`src/hdl/key_integrator_debounce_defines.svh`:
```
// Assertion macros used by the key debouncer top level.
`ifndef KEY_INTEGRATOR_DEBOUNCE_DEFINES_SVH
`define KEY_INTEGRATOR_DEBOUNCE_DEFINES_SVH

// Checks a consequence in the same cycle as its antecedent.
`define KID_ASSERT_SAME(label, ante, cons, msg) \
   label: assert property (@(posedge clock) disable iff (reset) (ante) |-> (cons)) \
      else $error(msg);

// Checks a consequence in the cycle after its antecedent.
`define KID_ASSERT_NEXT(label, ante, cons, msg) \
   label: assert property (@(posedge clock) disable iff (reset) (ante) |=> (cons)) \
      else $error(msg);

`endif

```
`src/hdl/kid_pkg.sv`:
```
// Types and constants shared by the key debouncer modules.
package kid_pkg;

   localparam int KEY_W = 7;
   localparam int LEVEL_W = 8;
   localparam int CSR_INDEX_W = 2;

   localparam logic [LEVEL_W-1:0] PRESS_LEVEL_RESET = 8'hC0;
   localparam logic [LEVEL_W-1:0] RELEASE_LEVEL_RESET = 8'h04;
   localparam logic [LEVEL_W-1:0] HOLDOFF_COUNT_RESET = 8'd15;

   typedef enum logic [CSR_INDEX_W-1:0] {
      CSR_PRESS_LEVEL   = 2'd0,
      CSR_RELEASE_LEVEL = 2'd1,
      CSR_HOLDOFF_COUNT = 2'd2
   } kid_csr_index_type;

   typedef struct packed {
      logic [LEVEL_W-1:0] press_level;
      logic [LEVEL_W-1:0] release_level;
      logic [LEVEL_W-1:0] holdoff_count;
   } kid_cfg_type;

   typedef struct packed {
      logic [KEY_W-1:0] key;
      logic             raw;
      logic             in_range;
   } kid_item_type;

   typedef struct packed {
      logic               stable;
      logic [LEVEL_W-1:0] counter;
      logic [LEVEL_W-1:0] history;
   } kid_entry_type;

   typedef struct packed {
      logic             state_changed;
      logic             key_down;
      logic [KEY_W-1:0] key_number;
   } kid_result_type;

endpackage

```
`src/hdl/key_integrator_debounce.sv`:
```
// Top level of the per-key integrating debouncer.
//
// Each request on req_ carries one raw sample for one key; each sample
// yields exactly one response on rsp_ with the key's debounced state and
// a flag that tells whether that state changed with this sample.
// Thresholds and holdoff are written through csr_, which is always ready.
// Requests move through three register stages: input capture, state memory
// read and update, and the output register. A response is presented once its
// request has passed all three; one request can be accepted every cycle while
// rsp_tready stays high and no clearing sweep runs. The single read and write
// port of the state memory, with write-data forwarding, sets that rate.
// After reset, a sweep clears the state memory one key per cycle, and
// req_tready stays low until the sweep ends.
// When rsp_tready is low, the stages ahead of the output fill up one by one
// and req_tready falls only when every stage is occupied.
`include "key_integrator_debounce_defines.svh"

module key_integrator_debounce #(
   parameter int KEY_COUNT = 128
) (
   input  logic                        clock,
   input  logic                        reset,
   input  logic                        req_tvalid,
   output logic                        req_tready,
   input  logic [7:0]                  req_tdata,   // key_index[6:0], raw_pressed[7]
   output logic                        rsp_tvalid,
   input  logic                        rsp_tready,
   output logic [15:0]                 rsp_tdata,   // key_number[6:0], key_down[7],
                                                    // state_changed[8], zero[15:9]
   input  logic                        csr_valid,
   output logic                        csr_ready,
   input  logic [kid_pkg::CSR_INDEX_W-1:0] csr_index,
   input  logic [kid_pkg::LEVEL_W-1:0]     csr_data
);
   import kid_pkg::*;

   kid_cfg_type    cfg_ff;
   kid_cfg_type    cfg_in;
   kid_item_type   s1_item;
   kid_result_type s2_result;
   kid_result_type rsp_result;
   logic           s1_ready;
   logic           s1_valid;
   logic           s2_ready;
   logic           s2_valid;
   logic           s3_ready;
   logic           clearing;

   assign csr_ready = 1'b1;

   always_comb begin
      cfg_in = cfg_ff;
      if (csr_valid) begin
         unique case (csr_index)
            CSR_PRESS_LEVEL:   cfg_in.press_level = csr_data;
            CSR_RELEASE_LEVEL: cfg_in.release_level = csr_data;
            CSR_HOLDOFF_COUNT: cfg_in.holdoff_count = csr_data;
            default:           cfg_in = cfg_ff;
         endcase
      end
   end

   always_ff @(posedge clock) begin
      if (reset) begin
         cfg_ff.press_level <= PRESS_LEVEL_RESET;
         cfg_ff.release_level <= RELEASE_LEVEL_RESET;
         cfg_ff.holdoff_count <= HOLDOFF_COUNT_RESET;
      end else begin
         cfg_ff <= cfg_in;
      end
   end

   assign req_tready = s1_ready && !clearing;

   kid_input_stage #(
      .KEY_COUNT(KEY_COUNT)
   ) u_input (
      .clock    (clock),
      .reset    (reset),
      .in_valid (req_tvalid && !clearing),
      .in_ready (s1_ready),
      .in_key   (req_tdata[KEY_W-1:0]),
      .in_raw   (req_tdata[KEY_W]),
      .out_valid(s1_valid),
      .out_ready(s2_ready),
      .out_item (s1_item)
   );

   kid_state_stage #(
      .KEY_COUNT(KEY_COUNT)
   ) u_state (
      .clock     (clock),
      .reset     (reset),
      .cfg       (cfg_ff),
      .in_valid  (s1_valid),
      .in_ready  (s2_ready),
      .in_item   (s1_item),
      .out_valid (s2_valid),
      .out_ready (s3_ready),
      .out_result(s2_result),
      .clearing  (clearing)
   );

   kid_output_stage u_output (
      .clock     (clock),
      .reset     (reset),
      .in_valid  (s2_valid),
      .in_ready  (s3_ready),
      .in_result (s2_result),
      .out_valid (rsp_tvalid),
      .out_ready (rsp_tready),
      .out_result(rsp_result)
   );

   assign rsp_tdata = {7'd0, rsp_result.state_changed, rsp_result.key_down,
                       rsp_result.key_number};

   `KID_ASSERT_SAME(a_no_request_while_clearing, clearing, !req_tready,
                    "request accepted during the clearing sweep")
   `KID_ASSERT_SAME(a_out_of_range_quiet,
                    rsp_tvalid && int'(rsp_result.key_number) >= KEY_COUNT,
                    !rsp_result.key_down && !rsp_result.state_changed,
                    "key beyond range reported a pressed or changed state")
   `KID_ASSERT_NEXT(a_update_stage_holds, rsp_tvalid && !rsp_tready && s2_valid,
                    s2_valid, "update stage dropped a request under stall")

endmodule

```
`src/hdl/kid_input_stage.sv`:
```
// Input register stage: captures a request and checks its key range.
module kid_input_stage #(
   parameter int KEY_COUNT = 128
) (
   input  logic                    clock,
   input  logic                    reset,
   input  logic                    in_valid,
   output logic                    in_ready,
   input  logic [kid_pkg::KEY_W-1:0] in_key,
   input  logic                    in_raw,
   output logic                    out_valid,
   input  logic                    out_ready,
   output kid_pkg::kid_item_type   out_item
);
   import kid_pkg::*;

   logic         valid_ff;
   logic         valid_in;
   kid_item_type item_ff;
   kid_item_type item_in;
   logic         load;

   assign in_ready = !valid_ff || out_ready;
   assign load = in_valid && in_ready;

   always_comb begin
      valid_in = valid_ff;
      if (load) begin
         valid_in = 1'b1;
      end else if (out_ready) begin
         valid_in = 1'b0;
      end
      item_in = item_ff;
      if (load) begin
         item_in.key = in_key;
         item_in.raw = in_raw;
         item_in.in_range = int'(in_key) < KEY_COUNT;
      end
   end

   always_ff @(posedge clock) begin
      if (reset) begin
         valid_ff <= 1'b0;
      end else begin
         valid_ff <= valid_in;
      end
   end

   always_ff @(posedge clock) begin
      item_ff <= item_in;
   end

   assign out_valid = valid_ff;
   assign out_item = item_ff;

endmodule

```
`src/hdl/kid_state_stage.sv`:
```
// Per-key state memory with clearing sweep and the debounce update.
module kid_state_stage #(
   parameter int KEY_COUNT = 128
) (
   input  logic                    clock,
   input  logic                    reset,
   input  kid_pkg::kid_cfg_type    cfg,
   input  logic                    in_valid,
   output logic                    in_ready,
   input  kid_pkg::kid_item_type   in_item,
   output logic                    out_valid,
   input  logic                    out_ready,
   output kid_pkg::kid_result_type out_result,
   output logic                    clearing
);
   import kid_pkg::*;

   localparam int ADDR_W = (KEY_COUNT > 1) ? $clog2(KEY_COUNT) : 1;

   kid_entry_type mem [KEY_COUNT];

   logic              valid_ff;
   logic              valid_in;
   kid_item_type      item_ff;
   kid_entry_type     state_ff;
   logic              clr_busy_ff;
   logic              clr_busy_in;
   logic [ADDR_W-1:0] clr_addr_ff;
   logic [ADDR_W-1:0] clr_addr_in;

   logic              load;
   logic              advance;
   logic              wr_en;
   logic [ADDR_W-1:0] wr_addr;
   kid_entry_type     wr_data;
   logic [ADDR_W-1:0] rd_addr;
   kid_entry_type     next_state;
   logic [LEVEL_W-1:0] hist;

   assign in_ready = !valid_ff || out_ready;
   assign load = in_valid && in_ready;
   assign advance = valid_ff && out_ready;
   assign rd_addr = ADDR_W'(in_item.key);

   always_comb begin
      hist = {item_ff.raw, state_ff.history[LEVEL_W-1:1]};
      next_state = state_ff;
      next_state.history = hist;
      if (state_ff.counter != '0 && !state_ff.stable) begin
         next_state.counter = state_ff.counter - 1'b1;
      end else if (hist >= cfg.press_level) begin
         next_state.stable = 1'b1;
         next_state.counter = cfg.holdoff_count;
      end else if (hist < cfg.release_level) begin
         next_state.stable = 1'b0;
      end
   end

   always_comb begin
      out_result.key_number = item_ff.key;
      out_result.key_down = item_ff.in_range && next_state.stable;
      out_result.state_changed = item_ff.in_range && (next_state.stable != state_ff.stable);
   end

   always_comb begin
      if (clr_busy_ff) begin
         wr_en = 1'b1;
         wr_addr = clr_addr_ff;
         wr_data = '0;
      end else begin
         wr_en = advance && item_ff.in_range;
         wr_addr = ADDR_W'(item_ff.key);
         wr_data = next_state;
      end
   end

   always_comb begin
      clr_busy_in = clr_busy_ff;
      clr_addr_in = clr_addr_ff;
      if (clr_busy_ff) begin
         clr_addr_in = clr_addr_ff + 1'b1;
         if (clr_addr_ff == ADDR_W'(KEY_COUNT - 1)) begin
            clr_busy_in = 1'b0;
         end
      end
      valid_in = valid_ff;
      if (load) begin
         valid_in = 1'b1;
      end else if (out_ready) begin
         valid_in = 1'b0;
      end
   end

   always_ff @(posedge clock) begin
      if (reset) begin
         valid_ff <= 1'b0;
         clr_busy_ff <= 1'b1;
         clr_addr_ff <= '0;
      end else begin
         valid_ff <= valid_in;
         clr_busy_ff <= clr_busy_in;
         clr_addr_ff <= clr_addr_in;
      end
   end

   always_ff @(posedge clock) begin
      if (wr_en) begin
         mem[wr_addr] <= wr_data;
      end
   end

   // A key written back in this cycle is taken from the write data.
   always_ff @(posedge clock) begin
      if (load) begin
         item_ff <= in_item;
         if (wr_en && wr_addr == rd_addr) begin
            state_ff <= wr_data;
         end else begin
            state_ff <= mem[rd_addr];
         end
      end
   end

   assign out_valid = valid_ff;
   assign clearing = clr_busy_ff;

endmodule

```
`src/hdl/kid_output_stage.sv`:
```
// Output register stage holding one finished result.
module kid_output_stage (
   input  logic                    clock,
   input  logic                    reset,
   input  logic                    in_valid,
   output logic                    in_ready,
   input  kid_pkg::kid_result_type in_result,
   output logic                    out_valid,
   input  logic                    out_ready,
   output kid_pkg::kid_result_type out_result
);
   import kid_pkg::*;

   logic           valid_ff;
   logic           valid_in;
   kid_result_type result_ff;
   kid_result_type result_in;
   logic           load;

   assign in_ready = !valid_ff || out_ready;
   assign load = in_valid && in_ready;

   always_comb begin
      valid_in = valid_ff;
      if (load) begin
         valid_in = 1'b1;
      end else if (out_ready) begin
         valid_in = 1'b0;
      end
      result_in = load ? in_result : result_ff;
   end

   always_ff @(posedge clock) begin
      if (reset) begin
         valid_ff <= 1'b0;
      end else begin
         valid_ff <= valid_in;
      end
   end

   always_ff @(posedge clock) begin
      result_ff <= result_in;
   end

   assign out_valid = valid_ff;
   assign out_result = result_ff;

endmodule

```
`config.mk`:
```
export PLATFORM = sky130hd
export DESIGN_NAME = key_integrator_debounce
export DESIGN_NICKNAME = d
export VERILOG_FILES = /design/src/hdl/kid_pkg.sv /design/src/hdl/key_integrator_debounce.sv /design/src/hdl/kid_input_stage.sv /design/src/hdl/kid_state_stage.sv /design/src/hdl/kid_output_stage.sv
export VERILOG_INCLUDE_DIRS = /design/src /design/src/hdl
export SDC_FILE = /design/constraint.sdc
export NUM_CORES = 2
export LEC_CHECK = 0
export BUFFER_PORTS_ARGS = -buffer_cell sky130_fd_sc_hd__buf_2
export CAP_MARGIN = 40
export CORE_AREA = 2 2 347 487
export CTS_CLUSTER_DIAMETER = 80
export DETAILED_ROUTE_END_ITERATION = 10
export DIE_AREA = 0 0 349 489
export PLACE_DENSITY = 0.77
export SLEW_MARGIN = 15
export SYNTH_ARGS = -nofsm -noshare
export SYNTH_HDL_FRONTEND = slang
export SYNTH_HIERARCHICAL = 1
export SYNTH_SLANG_ARGS = --single-unit
export TNS_END_PERCENT = 30
```
`constraint.sdc`:
```
create_clock -name clock -period 7.95 [get_ports clock]
set_input_delay 2.385 -clock clock [delete_from_list [all_inputs] [get_ports clock]]
set_output_delay 2.385 -clock clock [all_outputs]
set_load 0.03 [all_outputs]
```
==> summary.md <==
| Metric | Value |
|---|---|
| Overall Global Routing Usage | `25.4%` |
| Slowest cell delay on critical path | `220 ps` |
| Syn Inst Count | `3807` |
| Core area | `167000 sq um` |
| Global-route track usage on met3 | `5.07%` |
| Maxcap violations | `0` |
| Hold Vio Cnt, Final | `0` |
| Share of the synthesized area in the top cell type | `75.9%` |
| Met1 Resource Use GR | `29.6%` |
| Number of synthesized flops with an enable pin | `2090` |
| Worst VDD drop | `0.219 mV` |
| Global routing's busiest layer | `met2` |
| Mean cell area of the mapped netlist | `21.7 sq um` |
| FF+latch area | `63500 sq um` |
| Row count | `178` |
| Leak | `0.0312 uW` |
| Seq cells post-synth | `2125` |
| Final net count | `4102` |
| Initial antenna violation count | `8` |
| Area growth from synthesis to final layout | `12.0%` |
| Sequential area share after synthesis | `76.7%` |
| Min Tclk post-route | `5750 ps` |
| CTS tree | `done` |
| Critical Path RT | `5570 ps` |
| Period utilization | `72.4%` |
| CTS Buf Count | `172` |
| Largest cells by area after synthesis | `edfxtp_1, mux4_2, mux2i_1` |
| Proportion of layout cells with a drive suffix above 1 | `26.7%` |
| Tot Pwr | `20800 uW` |
| Outcome | `completed` |
| Setup Buffers After CTS | `0` |
| Vias in the first global route | `41400` |
| TritonCTS sink count | `2125` |
| CTS Hold Bufs | `0` |
| Hold Crit Class | `reg -> reg` |
| H-tree depth | `4` |
| Clock root buffer | `clkbuf_16` |
| Critical path class | `in -> out` |
| Horiz. Die Dim | `349 um` |
| Met2 usage | `41.8%` |
| Clock Latency Late Sink | `820 ps` |
| Grt ovf | `0` |
| Max Clk Rate | `0.174 GHz` |
| Crit Path Max Fanout | `4` |
| DRC violations left | `0` |
| Via density | `6.48` |
| Worst path cell trace | `buf_2 > nand2b_4 > nand2b_1 > nand2b_4 > nor2b_1 > buf_2` |
| Primary FF master, synth | `edfxtp_1` |
| Mapped Area | `82700 sq um` |
| DP Wirelength | `134 mm` |
| Startpoint types | `primary input` |
| Total die area | `171000 sq um` |
| Synth cell count leaders | `edfxtp_1, mux4_2, nor2_1` |
| Largest net degree at the start of global routing | `110` |
| Buffers on Ports | `33` |
| WP buf/inv | `2` |
| Initial Util | `49.6%` |
| Die Y-Extent | `489 um` |
| IO Count | `42` |
| Placer Congestion | `1.01` |
| Slowest CP cell | `buf_2` |
| Crit path max-delay family | `simple AND/OR/NAND/NOR gates` |
| Setup Skew | `32.3 ps` |
| Post-route ant nets | `0` |
| Data arrival, critical path | `3370 ps` |
| DR pass1 iterations | `6` |
| Post_cts resized | `0` |
| Max transition margin | `30.0%` |
| Clock input transition at the sequential cells of the worst setup and hold paths | `70 ps` |
| Post-Route WL | `216 mm` |
| Footprint of the multi-input gates | `18100 sq um` |
| Detailed-route via count | `41200` |
| Clock buffer depth | `3` |
| Wire length per cell | `34.0 um` |
| FILL cells | `11700` |
| Area leader, netlist | `edfxtp_1` |
| Max Transition Viols Final | `0` |
| Initial DRC Count | `5887` |
| Synth cell types | `68` |
| Slew @ Worst Pin | `1040 ps` |
| RSZ-0062 raised after global routing | `false` |
| Ys Warns | `6` |
| First-pass GRT wire length | `304 mm` |
| CP endpoint kind | `primary output` |
| PwrDens | `224 nW/um^2` |
| Final setup TNS | `0 ps` |
| Final setup viols | `0` |
| Asr flop ratio synth | `0%` |
| Most common cell in the synthesized netlist | `edfxtp_1` |
[final timing paths]
check,startpoint,endpoint,slack (ps),cells past startpoint
worst max-delay path,rsp_tready,req_tready,2200,6
worst min-delay path,u_input/out_item[1],u_state/hist[7],450,0
worst max register to register,u_input/out_item[2],u_state/hist[3],3500,9
worst min register to register,u_input/out_item[1],u_state/hist[7],450,0
[cell type report]
cell class	instances	area share [%]
Antenna cell	4	0.0108
Clock buffer	209	4.87
Clock inverter	99	1.14
Inverter	31	0.126
Multi-Input combinational cell	1436	19.6
Sequential cell	2125	68.5
Tap cell	2160	2.92
Timing Repair Buffer	295	2.86
[per-layer routing]
| metal | wire, um | vias to the layer above | part of all wire, % |
|---|---|---|---|
| met5 | 74 | - | 0.034 |
| met4 | 18700 | 8 | 8.6 |
| met3 | 20200 | 562 | 9.3 |
| met2 | 108000 | 2664 | 50 |
| met1 | 69500 | 21600 | 32 |
| li1 | - | 16400 | - |
[sequential cells by signal (all words and copies together), names as in the netlist, 7 cells and up]
name / flops
u_input/out_item: 8
cfg_ff: 24
u_state/mem: 2048
u_state/hist: 8
u_output/out_result: 9
u_state/state_ff: 9
u_state/out_result: 7
u_state/clr_addr_ff: 7
[per-stage QoR]
stage                     util, %  instance area, sq um  setup WS (ps)  instances  hold WS, ps
after global placement       51.8                 86400           2230       6009          446
after floorplan                 -                 82700           1290       3813          400
final                        55.5                 92600           2200       6359          447
after global routing         55.5                 92600           2160       6356          471
after CTS                    55.4                 92400           2220       6341          455
after detailed placement     52.1                 86900           2210       6033          414
[cell usage in the layout, fill, tap and decap left out, types with 38 or more instances in the layout]
| master | synthesis | final |
|---|---|---|
| a22oi_1 | 40 | 40 |
| buf_2 | 71 | 38 |
| buf_4 | 51 | 216 |
| clkbuf_16 | 0 | 175 |
| clkinv_1 | 2 | 39 |
| edfxtp_1 | 2090 | 2090 |
| mux2i_1 | 119 | 119 |
| mux4_2 | 536 | 536 |
| nand2_1 | 71 | 71 |
| nand2b_1 | 44 | 42 |
| nor2_1 | 195 | 189 |
[report_power, final]
part	switching (uW)	internal [uW]	total, uW
Sequential	10.7	12100	12200
Combinational	99.1	41.1	140
Clock	3830	4650	8470
[logic make-up after synthesis]
| kind of cell | synth area share (%) |
|---|---|
| buffers and inverters | 1.61 |
| muxes | 16.2 |
| DFF | 76.7 |
| and+or+nand+nor | 2.57 |
| adders and majority gates | 0.272 |
| AOI/OAI and AO/OA | 2.43 |
| xor gates and xnor gates | 0.138 |
| other | 0.0136 |
Note: power is estimated with default switching activity, not from simulation.
